<file path="src/design/afs_pkg.sv">
// Shared types and constants for the animation frame stepper.
// No dependencies; imported by the controller, datapath and top level.
`timescale 1ns / 1ps
`default_nettype none

package afs_pkg;

  localparam int unsigned TargetW = 16;
  localparam int unsigned CfgIdxW = 2;

  typedef enum logic [CfgIdxW-1:0] {
    REG_FRAME_TOTAL = 2'd0,
    REG_CLAMP_MODE  = 2'd1,
    REG_STEP_RATE   = 2'd2
  } cfg_reg_e;

  typedef struct packed {
    logic load_item;
    logic step;
    logic commit;
  } afs_cmd_t;

  typedef struct packed {
    logic need_div;
  } afs_status_t;

endpackage

`default_nettype wire

</file>
<file path="src/design/afs_ctrl.sv">
// Controller state machine of the animation frame stepper.
// Depends on afs_pkg; drives the datapath commands and the handshakes.
`timescale 1ns / 1ps
`default_nettype none

module afs_ctrl
  import afs_pkg::*;
#(
  parameter int unsigned ITERS = 30
) (
  input  wire logic        clk_i,
  input  wire logic        rst_ni,
  input  wire logic        in_valid_i,
  output logic             in_stall_o,
  output logic             out_valid_o,
  input  wire logic        out_stall_i,
  input  wire afs_status_t status_i,
  output afs_cmd_t         cmd_o
);

  localparam int unsigned CntW = $clog2(ITERS);
  localparam logic [CntW-1:0] LastCnt = CntW'(ITERS - 1);

  typedef enum logic [2:0] {
    StIdle = 3'b001,
    StRun  = 3'b010,
    StFin  = 3'b100
  } state_e;

  state_e          state_q, state_d;
  logic [CntW-1:0] cnt_q, cnt_d;
  logic            out_valid_q, out_valid_d;
  logic            out_free;

  assign out_free = !out_valid_q || !out_stall_i;

  always_comb begin
    state_d     = state_q;
    cnt_d       = cnt_q;
    out_valid_d = out_valid_q;
    cmd_o       = '0;
    if (out_valid_q && !out_stall_i) begin
      out_valid_d = 1'b0;
    end
    unique case (state_q)
      StIdle: begin
        if (in_valid_i) begin
          cmd_o.load_item = 1'b1;
          cnt_d           = '0;
          state_d         = StRun;
        end
      end
      StRun: begin
        if (!status_i.need_div) begin
          state_d = StFin;
        end else begin
          cmd_o.step = 1'b1;
          if (cnt_q == LastCnt) begin
            state_d = StFin;
          end else begin
            cnt_d = cnt_q + 1'b1;
          end
        end
      end
      StFin: begin
        if (out_free) begin
          cmd_o.commit = 1'b1;
          out_valid_d  = 1'b1;
          state_d      = StIdle;
        end
      end
      default: state_d = StIdle;
    endcase
  end

  always_ff @(posedge clk_i or negedge rst_ni) begin
    if (!rst_ni) begin
      state_q     <= StIdle;
      cnt_q       <= '0;
      out_valid_q <= 1'b0;
    end else begin
      state_q     <= state_d;
      cnt_q       <= cnt_d;
      out_valid_q <= out_valid_d;
    end
  end

  assign in_stall_o  = (state_q != StIdle);
  assign out_valid_o = out_valid_q;

endmodule

`default_nettype wire

</file>
<file path="src/design/afs_dp.sv">
// Datapath of the animation frame stepper: registers, serial remainder, pass test.
// Depends on afs_pkg; sequenced by afs_ctrl.
`timescale 1ns / 1ps
`default_nettype none

module afs_dp
  import afs_pkg::*;
#(
  parameter int unsigned FRACTION_BITS = 12,
  parameter int unsigned FRAME_BITS    = 16
) (
  input  wire logic                                     clk_i,
  input  wire logic                                     rst_ni,
  input  wire logic                                     cfg_we_i,
  input  wire logic [CfgIdxW-1:0]                       cfg_idx_i,
  input  wire logic [FRAME_BITS+FRACTION_BITS:0]        cfg_wdata_i,
  input  wire logic                                     func_i,
  input  wire logic signed [TargetW-1:0]                target_frame_i,
  input  wire logic [FRAME_BITS-1:0]                    start_frame_i,
  input  wire afs_cmd_t                                 cmd_i,
  output afs_status_t                                   status_o,
  output logic                                          passed_target_o,
  output logic                                          done_flag_o,
  output logic signed [FRAME_BITS+FRACTION_BITS:0]      position_out_o,
  output logic signed [FRAME_BITS:0]                    whole_frame_o
);

  localparam int unsigned PosW  = FRAME_BITS + FRACTION_BITS + 1;
  localparam int unsigned SpanW = FRAME_BITS + FRACTION_BITS;
  localparam int unsigned SumW  = PosW + 2;
  localparam int unsigned MagW  = SumW - 1;
  localparam int unsigned TgtW  = TargetW + FRACTION_BITS;
  localparam int unsigned CmpW  = ((SumW > TgtW) ? SumW : TgtW) + 1;

  logic [FRAME_BITS-1:0]   frame_total_q;
  logic                    clamp_q;
  logic signed [PosW-1:0]  rate_q;
  logic signed [PosW-1:0]  pos_q;

  logic                    func_q;
  logic signed [CmpW-1:0]  tgt_q;
  logic [FRAME_BITS-1:0]   start_q;
  logic signed [SumW-1:0]  nxt_q;
  logic                    neg_q;
  logic [MagW-1:0]         mag_q;
  logic [SpanW-1:0]        rem_q;

  logic                    passed_q, done_q;
  logic signed [PosW-1:0]  pos_out_q;

  logic [FRAME_BITS-1:0]   frames;
  logic [SpanW-1:0]        span;
  logic signed [SumW-1:0]  nxt_w, sum_w;
  logic [SumW-1:0]         abs_w;
  logic [SpanW:0]          rem_sh;
  logic [SpanW-1:0]        rem_d;
  logic signed [CmpW-1:0]  span_c, pos_c, nxt_c, rem_c, clamp_c, new_c;
  logic signed [PosW-1:0]  rem_pos, rem_s, clamp_v, loaded_v, new_pos;
  logic                    passed_w, done_w;

  function automatic logic in_swept(input logic signed [CmpW-1:0] cur,
                                    input logic signed [CmpW-1:0] nxt,
                                    input logic signed [CmpW-1:0] tgt);
    logic res;
    if (cur <= nxt) begin
      res = (cur <= tgt) && (tgt < nxt);
    end else begin
      res = (nxt <= tgt) && (tgt < cur);
    end
    return res;
  endfunction

  assign frames = (frame_total_q == '0) ? FRAME_BITS'(1) : frame_total_q;
  assign span   = {frames, {FRACTION_BITS{1'b0}}};

  // Dividend of the loop-mode remainder: position + rate + span.
  assign nxt_w = SumW'(pos_q) + SumW'(rate_q);
  assign sum_w = nxt_w + $signed(SumW'(span));
  assign abs_w = sum_w[SumW-1] ? SumW'(-sum_w) : SumW'(sum_w);

  // One restoring step of the remainder by span per cycle.
  assign rem_sh = {rem_q, mag_q[MagW-1]};
  assign rem_d  = (rem_sh >= {1'b0, span}) ? SpanW'(rem_sh - {1'b0, span})
                                           : SpanW'(rem_sh);

  assign rem_pos  = PosW'(rem_q);
  assign rem_s    = neg_q ? -rem_pos : rem_pos;
  assign span_c   = $signed(CmpW'(span));
  assign pos_c    = CmpW'(pos_q);
  assign nxt_c    = CmpW'(nxt_q);
  assign rem_c    = CmpW'(rem_s);
  assign clamp_v  = (nxt_c < 0) ? PosW'(0)
                  : (nxt_c >= span_c) ? $signed(PosW'(span - 1'b1)) : PosW'(nxt_q);
  assign clamp_c  = CmpW'(clamp_v);
  assign loaded_v = $signed(PosW'({start_q, {FRACTION_BITS{1'b0}}}));
  assign new_pos  = func_q ? loaded_v : (clamp_q ? clamp_v : rem_s);
  assign new_c    = CmpW'(new_pos);

  always_comb begin
    if (func_q) begin
      passed_w = 1'b0;
    end else if (clamp_q) begin
      passed_w = in_swept(pos_c, clamp_c, tgt_q);
    end else if (nxt_c < 0) begin
      passed_w = ((tgt_q >= 0) && (tgt_q < pos_c)) || ((rem_c <= tgt_q) && (tgt_q < span_c));
    end else if (nxt_c >= span_c) begin
      passed_w = ((pos_c <= tgt_q) && (tgt_q < span_c)) || (tgt_q < rem_c);
    end else begin
      passed_w = in_swept(pos_c, nxt_c, tgt_q);
    end
  end

  assign done_w = (rate_q < 0) ? (new_c <= 0) : (new_c >= span_c - 1);

  always_ff @(posedge clk_i or negedge rst_ni) begin
    if (!rst_ni) begin
      frame_total_q <= FRAME_BITS'(1);
      clamp_q       <= 1'b0;
      rate_q        <= PosW'(1) << FRACTION_BITS;
      pos_q         <= '0;
    end else begin
      if (cfg_we_i) begin
        unique case (cfg_idx_i)
          REG_FRAME_TOTAL: frame_total_q <= cfg_wdata_i[FRAME_BITS-1:0];
          REG_CLAMP_MODE:  clamp_q       <= cfg_wdata_i[0];
          REG_STEP_RATE:   rate_q        <= $signed(cfg_wdata_i);
          default: ;
        endcase
      end
      if (cmd_i.commit) begin
        pos_q <= new_pos;
      end
    end
  end

  always_ff @(posedge clk_i) begin
    if (cmd_i.load_item) begin
      func_q  <= func_i;
      tgt_q   <= CmpW'(target_frame_i) <<< FRACTION_BITS;
      start_q <= start_frame_i;
      nxt_q   <= nxt_w;
      neg_q   <= sum_w[SumW-1];
      mag_q   <= abs_w[MagW-1:0];
      rem_q   <= '0;
    end else if (cmd_i.step) begin
      mag_q <= mag_q << 1;
      rem_q <= rem_d;
    end
    if (cmd_i.commit) begin
      passed_q  <= passed_w;
      done_q    <= done_w;
      pos_out_q <= new_pos;
    end
  end

  assign status_o.need_div = !func_q && !clamp_q;

  assign passed_target_o = passed_q;
  assign done_flag_o     = done_q;
  assign position_out_o  = pos_out_q;
  assign whole_frame_o   = pos_out_q[PosW-1:FRACTION_BITS];

endmodule

`default_nettype wire

</file>
<file path="src/design/animation_frame_stepper.sv">
// Top level of the animation frame stepper.
// Instantiates afs_ctrl and afs_dp; types and constants come from afs_pkg.
//
// Usage: configure frame_total, clamp_mode and step_rate through the write
// port while the block is idle. Each input beat is either a tick (func 0),
// which tests target_frame for being passed and advances the position, or a
// load (func 1), which sets the position to start_frame. Every input beat
// yields exactly one output beat with passed_target, done_flag, position_out
// and whole_frame. In loop mode a tick runs a serial remainder by the span,
// one dividend bit per cycle over FRAME_BITS + FRACTION_BITS + 2 bits, before
// the result is committed; loads and clamp-mode ticks skip the remainder.
// The input is stalled while an item is in work. A finished result waits in
// the datapath while the output register is full and stalled; the output
// register itself holds its beat until taken, and new input is accepted
// meanwhile. Reset clears the position to zero and restores frame_total 1,
// loop mode and a rate of one frame per tick.
`timescale 1ns / 1ps
`default_nettype none

module animation_frame_stepper
  import afs_pkg::*;
#(
  parameter int unsigned FRACTION_BITS = 12,
  parameter int unsigned FRAME_BITS    = 16
) (
  input  wire logic                                 clk_i,
  input  wire logic                                 rst_ni,
  input  wire logic                                 cfg_we_i,
  input  wire logic [CfgIdxW-1:0]                   cfg_idx_i,
  input  wire logic [FRAME_BITS+FRACTION_BITS:0]    cfg_wdata_i,
  input  wire logic                                 in_valid_i,
  output logic                                      in_stall_o,
  input  wire logic                                 func_i,
  input  wire logic signed [TargetW-1:0]            target_frame_i,
  input  wire logic [FRAME_BITS-1:0]                start_frame_i,
  output logic                                      out_valid_o,
  input  wire logic                                 out_stall_i,
  output logic                                      passed_target_o,
  output logic                                      done_flag_o,
  output logic signed [FRAME_BITS+FRACTION_BITS:0]  position_out_o,
  output logic signed [FRAME_BITS:0]                whole_frame_o
);

  localparam int unsigned Iters = FRAME_BITS + FRACTION_BITS + 2;

  afs_cmd_t    cmd;
  afs_status_t status;

  afs_ctrl #(
    .ITERS(Iters)
  ) u_ctrl (
    .clk_i      (clk_i),
    .rst_ni     (rst_ni),
    .in_valid_i (in_valid_i),
    .in_stall_o (in_stall_o),
    .out_valid_o(out_valid_o),
    .out_stall_i(out_stall_i),
    .status_i   (status),
    .cmd_o      (cmd)
  );

  afs_dp #(
    .FRACTION_BITS(FRACTION_BITS),
    .FRAME_BITS   (FRAME_BITS)
  ) u_dp (
    .clk_i          (clk_i),
    .rst_ni         (rst_ni),
    .cfg_we_i       (cfg_we_i),
    .cfg_idx_i      (cfg_idx_i),
    .cfg_wdata_i    (cfg_wdata_i),
    .func_i         (func_i),
    .target_frame_i (target_frame_i),
    .start_frame_i  (start_frame_i),
    .cmd_i          (cmd),
    .status_o       (status),
    .passed_target_o(passed_target_o),
    .done_flag_o    (done_flag_o),
    .position_out_o (position_out_o),
    .whole_frame_o  (whole_frame_o)
  );

endmodule

`default_nettype wire

</file>
<file path="config.mk">
export PLATFORM = sky130hd
export DESIGN_NAME = animation_frame_stepper
export DESIGN_NICKNAME = d
export VERILOG_FILES = /design/src/design/afs_pkg.sv /design/src/design/afs_ctrl.sv /design/src/design/afs_dp.sv /design/src/design/animation_frame_stepper.sv
export SDC_FILE = /design/constraint.sdc
export NUM_CORES = 1
export LEC_CHECK = 0
export BUFFER_PORTS_ARGS = -buffer_cell sky130_fd_sc_hd__buf_2
export CAP_MARGIN = 20
export CELL_PAD_IN_SITES_DETAIL_PLACEMENT = 0
export CELL_PAD_IN_SITES_GLOBAL_PLACEMENT = 2
export CORE_ASPECT_RATIO = 1.25
export CORE_UTILIZATION = 40
export DETAILED_ROUTE_END_ITERATION = 12
export PLACE_DENSITY_LB_ADDON = 0.1
export SYNTH_ARGS = -nofsm -noshare
export SYNTH_HDL_FRONTEND = slang
export SYNTH_SLANG_ARGS = --single-unit
</file>
<file path="constraint.sdc">
create_clock -name clk_i -period 7.4 [get_ports clk_i]
set_clock_uncertainty 0.1 [all_clocks]
set_input_delay 0.37 -clock clk_i [delete_from_list [all_inputs] [get_ports clk_i]]
set_output_delay 0.37 -clock clk_i [all_outputs]
set_load 0.03 [all_outputs]
</file>
==> results of run 1 <==
-- final timing paths --
path	slack, ns	endpoint
worst min-delay path	0.01	u_dp.rate_q[0]
max in group asynchronous	5.76	u_dp.clamp_q
worst min register to register	0.42	u_dp.rate_q[11]
worst max-delay path	0.30	u_dp.done_flag_o
worst max register to register	0.30	u_dp.done_flag_o
min in group asynchronous	0.17	u_dp.pos_q[28]
-- placed cells by master (no fill, tap or decap), types with 47 or more instances in the layout --
cell             n
o21ai_0        139
mux2_2          47
a21oi_1         86
inv_1          123
dfrtp_1         80
xnor2_1         63
edfxtp_1       125
nor2_1         109
a21o_1          63
dlygate4sd3_1   63
ha_1           235
buf_2          117
nand2_1        178
-- synth_stat cells, types with 7 or more instances --
| library cell | n | share of area |
|---|---|---|
| nand4_1 | 43 | 0.015 |
| a21o_1 | 63 | 0.026 |
| nor3_1 | 38 | 0.010 |
| a211oi_1 | 22 | 0.0090 |
| o21a_1 | 34 | 0.014 |
| and2_1 | 13 | 0.0044 |
| nand3_1 | 42 | 0.011 |
| clkbuf_1 | 59 | 0.012 |
| a211o_1 | 10 | 0.0048 |
| o211ai_1 | 16 | 0.0066 |
| dfxtp_1 | 28 | 0.031 |
| xnor2_1 | 63 | 0.030 |
| and3_1 | 9 | 0.0031 |
| or3_1 | 16 | 0.0055 |
| o21ai_0 | 139 | 0.038 |
| nand2b_1 | 11 | 0.0038 |
| mux2_2 | 47 | 0.029 |
| nor4_1 | 19 | 0.0065 |
| o31a_1 | 7 | 0.0033 |
| a31oi_1 | 12 | 0.0041 |
| a22o_1 | 11 | 0.0053 |
| nand2_1 | 178 | 0.036 |
| buf_4 | 17 | 0.0070 |
| o2111ai_1 | 8 | 0.0038 |
| ha_1 | 235 | 0.16 |
| dfrtp_1 | 81 | 0.11 |
| a21oi_1 | 86 | 0.023 |
| o21ai_1 | 9 | 0.0025 |
| or4_1 | 10 | 0.0041 |
| inv_1 | 126 | 0.026 |
| nor2b_1 | 28 | 0.0096 |
| mux2i_1 | 31 | 0.017 |
| xor2_1 | 35 | 0.017 |
| edfxtp_1 | 125 | 0.20 |
| nor2_1 | 109 | 0.022 |
| o31ai_1 | 13 | 0.0053 |
| or2_2 | 14 | 0.0048 |
-- per-stage QoR --
| step | instance area (µm²) | std cells | hold slack, ns | setup WS [ns] | power, mW |
|---|---|---|---|---|---|
| global route | 21200 | 2698 | 0.0155 | 0.0167 | 9.63 |
| finish | 21200 | 2698 | 0.00989 | 0.296 | 8.95 |
| global placement | 19500 | 2580 | 0.234 | 0.396 | 7.24 |
| detailed placement | 19500 | 2581 | 0.238 | 0.392 | 7.26 |
| CTS | 21200 | 2698 | 0.00124 | 0.356 | 8.96 |
| floorplan | 18300 | 1944 | -0.0256 | 1.65 | 5.77 |
-- report_power, final --
group	internal [mW]	leakage (nW)	switching [mW]
sequential	1.87	2.44	0.428
combinational	2.01	6.46	3.01
clock	0.998	0.512	0.626
-- worst max-delay path: cells and delay by family, from the launching register on --
| family | cells | cell delay, ns |
|---|---|---|
| and+or+nand+nor | 11 | 3.36 |
| AOI/OAI and AO/OA | 6 | 2.27 |
| DFF | 1 | 0.42 |
| buffers and inverters | 2 | 0.40 |
| adders and majority gates | 2 | 0.40 |
-- metal layers --
layer,vias up,track usage
met5,-,0
met4,0,0.115
met3,103,0.0199
met2,364,0.473
met1,7490,0.338
li1,7516,-
-- timing repair --
item,CTS,global route
setup endpoints to repair,0,0
endpoints found under the hold margin,95,0
resized for setup,0,0
hold buffers,63,0
-- state kept, by name (all words and copies together), names as in the netlist, 3 cells and up --
signal,count
u_dp.rate_q,29
u_dp.pos_q,29
u_dp.position_out_o,29
u_dp.start_q,16
u_dp.mag_q,30
u_dp.tgt_q,16
u_dp.nxt_q,30
u_dp.rem_q,28
u_ctrl.state_q,3
u_ctrl.cnt_q,5
u_dp.frame_total_q,16
-- final cells by class --
class | count | area (µm²)
fill | 4303 | 24000
multi-input combinational | 1495 | 11100
sequential | 237 | 6420
timing repair buffer | 207 | 1440
clock buffer | 32 | 737
tap | 578 | 723
inverter | 127 | 478
clock inverter | 22 | 329
-- cell families after synthesis --
kind of cell             synth area share
flip-flops                          0.350
adder cells (fa/ha/maj)             0.164
AO/OA/AOI/OAI                       0.185
buffers and inverters              0.0472
XOR/XNOR                           0.0468
AND/OR/NAND/NOR                     0.161
multiplexers                       0.0465
==> results.toml, run 1 <==
[finish]
nets = 2404
drive_above_1_share = 0.134
n_antenna_cell = 0
area_delta_synth_final_pct = 15.5
utilization = 0.469

[synthesis]
syn_area_um2 = 18300
ys_ff_latch = 237
synth_edf_count = 125
synth_area_per_cell_um2 = 9.43
async_reset_ff_frac = 0.354
seq_area_frac_synth = 0.350
synth_cells = 1944
ys_warn_count = 0
syn_nets = 2251
synth_ff_type = "edfxtp_1"
ys_types = 96

[run_status]
violations = "DRC"
status = "complete, but fails checks"

[die]
row_count = 87
start_util = 0.406
core_um2 = 45200
dieHeight_um = 241
dieArea_um2 = 46700
boundaryPins = 119
die_x_um = 193

[global_routing]
grtUsageTotal = 0.268
grt_pass1_vias = 15600
antenna_found_initial = 0
grt_max_degree = 58
grt_pass1_wl_um = 93900
grt-ovfl-total = 0

[clock_tree]
numClockSinks = 237
root_buffer = "clkbuf_16"
clock_latency_ns = 0.59
cts.clk_slew.worst_paths_ns = 0.06
numCtsBuffers = 29
tritoncts = "built"
cts_buffer_depth = 3
cts_setup_buffers = 0
htreeDepth = 1

[routing]
topRoutingLayerUsed = "met4"
post-route-drc-count = 9
vias_per_cell = 5.73
via_count = 15500
drtPass1Iterations = 10
routed-wl-met3_um = 2340
drtIter0Drc = 865
drt-wirelength-per-cell_um = 23.2
dr_wl_met2_um = 30200
met1_length_um = 27300
ant_nets = 0
drt-total-wl_um = 62500

[job]
drv_cap = 0

[setup_path]
rr_worst_depth = 21
path_max_fanout = 10
crit-reg2reg-launch = "u_dp.frame_total_q[11]"
critPathLaunchType = "flip-flop"
startpoint = "u_dp.frame_total_q[11]"
critPathKind = "flip-flop to flip-flop"
required_ns = 7.71
cp_data_arrival_time_ns = 7.42
cp-end-kind = "flip-flop"
cpMaxStageDelayCell = "nor4_1"
critPathMaxStageDelay_ns = 0.84
crit_chain = "or4_1 > nor4_1 > buf_4 > a21oi_1 > inv_1 > ha_1 > nand4_1 > a2111oi_2 > nor3_2 > o31a_1 > nand2_1 > o21ai_0 > o21ai_0 > ha_1 > nand4_1 > or2_2 > nor3_1 > nand3_1 > nor4_1 > nor2_1 > o221ai_1"

[timing]
hold_violations = 0
setup_viol_count_final = 0
rsz0062_at_grt = "no"
max_freq_mhz = 141
tightest_slew_ns = 1.03
period_needed_ns = 7.10
slew_headroom = 0.308
slew_viol_final = 0
finalSetupTns_ns = 0
finalCritPeriodShare = 0.960

[min_path]
hold_path_depth = 2
hp-start = "cfg_wdata_i[0]"
worstHoldPathType = "input pin to flip-flop"

[placement]
place.port_buffers = 118
dpl.hpwl_um = 49600
routabilityCongestion = 0.927

[power]
leakagePower_nw = 9.42
ir_drop_v = 0.000257
power_density_nw_per_um2 = 422
No activity file was read; power rests on OpenSTA's default activity.
==> run 2, diff against run 1 <==
- MAX_ROUTING_LAYER: unset -> met4
- clock period: 7.4 -> 8.1 ns (I/O delays scaled with it)
==> results.toml, run 2 (synthesis results as in run 1) <==
[run_status]
status = "complete, but fails checks"
violations = "DRC"

[setup_path]
critPathKind = "flip-flop to flip-flop"
cp-end-kind = "flip-flop"
cp_data_arrival_time_ns = 7.79
path_max_fanout = 10
required_ns = 8.40
critPathLaunchType = "flip-flop"

[routing]
drt-total-wl_um = 62100
drt-wirelength-per-cell_um = 23.1
ant_nets = 0
via_count = 15400
vias_per_cell = 5.71
drtPass1Iterations = 11
drtIter0Drc = 830
post-route-drc-count = 9

[global_routing]
grt_pass1_wl_um = 93700
grt_pass1_vias = 15200
grtUsageTotal = 0.274
grt-ovfl-total = 0
met2_usage = 0.477
use_met1 = 0.340
grt_max_degree = 57
grt_busiest_layer = "met2"
antenna_found_initial = 0
use_met3 = 0.0182

[clock_tree]
cts.clk_slew.worst_paths_ns = 0.07
clock_latency_ns = 0.59
htreeDepth = 1
cts_setup_buffers = 0
cts_hold_buf = 61
numCtsBuffers = 29
tritoncts = "built"
root_buffer = "clkbuf_16"
numClockSinks = 237
cts-resized-gates = 0
cts_buffer_depth = 3

[finish]
nets = 2396
drive_above_1_share = 0.131
area_delta_synth_final_pct = 14.6
final_common_cell = "ha_1"
final_cell_mix = "ha_1 (235), nand2_1 (178), o21ai_0 (139), edfxtp_1 (125), inv_1 (123)"
n_antenna_cell = 0
top_regs = "u_dp.mag_q: 30 flops, u_dp.nxt_q: 30 flops"

[power]
switching_share = 0.459
seqPwrFrac = 0.261
power_density_nw_per_um2 = 380
internal-power_mw = 4.33
p_total_mw = 7.99
leakagePower_nw = 9.35
p_clk_frac = 0.169
pwr-share-comb = 0.570
ir_drop_v = 0.000258
p_switching_mw = 3.67

[timing]
finalSetupTns_ns = 0
period_needed_ns = 7.49
hold_violations = 0
max_freq_mhz = 133
finalCritPeriodShare = 0.925
tightest_slew_ns = 1.17
slew_viol_final = 0
slew_headroom = 0.209
rsz0062_at_grt = "no"
setup_viol_count_final = 0

[die]
die_x_um = 193
start_util = 0.406
row_count = 87
core_um2 = 45200
dieHeight_um = 241
dieArea_um2 = 46700
boundaryPins = 119

[placement]
routabilityCongestion = 0.940
dpl.hpwl_um = 49500
place.port_buffers = 118

[job]
drv_cap = 0

[min_path]
worstHoldPathType = "input pin to flip-flop"
==> run 2: cell count changes in the layout (fill, tap and decap cells not counted), sizes merged <==
| cell | delta |
|---|---|
| dlygate4sd3 | -2 |
| clkinv | -1 |
| bufinv | -5 |
| buf | -6 |
| clkinvlp | -3 |
| clkbuf | +9 |
==> run 2: path summary, 6_finish.rpt <==
path                       cells past startpoint                     to             startpoint  slack [ns]
setup / recovery                              20       u_dp.done_flag_o  u_dp.frame_total_q[4]        0.61
hold / removal                                 2  u_dp.frame_total_q[0]         cfg_wdata_i[0]        0.04
setup reg to reg                              20       u_dp.done_flag_o  u_dp.frame_total_q[4]        0.61
hold reg to reg                                1        u_dp.rate_q[23]        u_dp.rate_q[23]        0.42
max in group asynchronous                      3           u_dp.clamp_q                 rst_ni        6.47
min in group asynchronous                      2         u_dp.pos_q[28]                 rst_ni        0.20
==> run 2: worst max-delay path: stages, from the launching register on <==
cell	delay [ns]
dfrtp_1	0.47
nor3_1	0.59
and2_1	0.33
a21oi_1	0.19
inv_1	0.28
ha_1	0.18
nand4_1	0.17
a2111oi_2	0.64
nor3_2	0.24
o31a_1	0.41
nand2_1	0.10
o21ai_0	0.08
o21ai_0	0.89
ha_1	0.24
nand4_1	0.09
or2_2	0.33
nor3_1	0.61
nand3_1	0.18
nor4_1	0.86
nor2_1	0.08
o221ai_1	0.22
==> run 2: power groups by stage <==
| stage | registers [mW] | logic [mW] | clock network [mW] |
|---|---|---|---|
| after floorplan | 1.93 | 3.34 | 0 |
| after global placement | 2.11 | 4.47 | 0 |
| after detailed placement | 2.10 | 4.50 | 0 |
| after CTS | 2.08 | 4.55 | 1.39 |
| after global routing | 2.13 | 5.07 | 1.43 |
| final | 2.09 | 4.55 | 1.35 |
==> run 2: layer usage <==
layer | up-vias | routed length (µm)
met4 | 0 | 1970
li1 | 7497 | -
met1 | 7512 | 27900
met2 | 281 | 30600
met3 | 72 | 1590
met5 | - | 0
==> run 2: metrics by stage <==
step	instance area, µm²	util	worst slack [ns]	std cells	hold slack (ns)
final	21000	0.465	0.609	2690	0.0376
after CTS	21000	0.465	0.699	2690	0.00590
after global placement	19400	0.430	0.851	2574	0.277
after detailed placement	19400	0.430	0.742	2575	0.271
after floorplan	18300	-	2.35	1944	0.00941
after global routing	21000	0.465	0.416	2690	0.0231
==> run 2: area by class of cell <==
cell class                 count  area [µm²]
fill                        4374       24200
multi-input combinational   1495       11100
sequential                   237        6420
timing repair buffer         199        1360
clock buffer                  41         821
tap                          578         723
inverter                     127         478
clock inverter                13         153
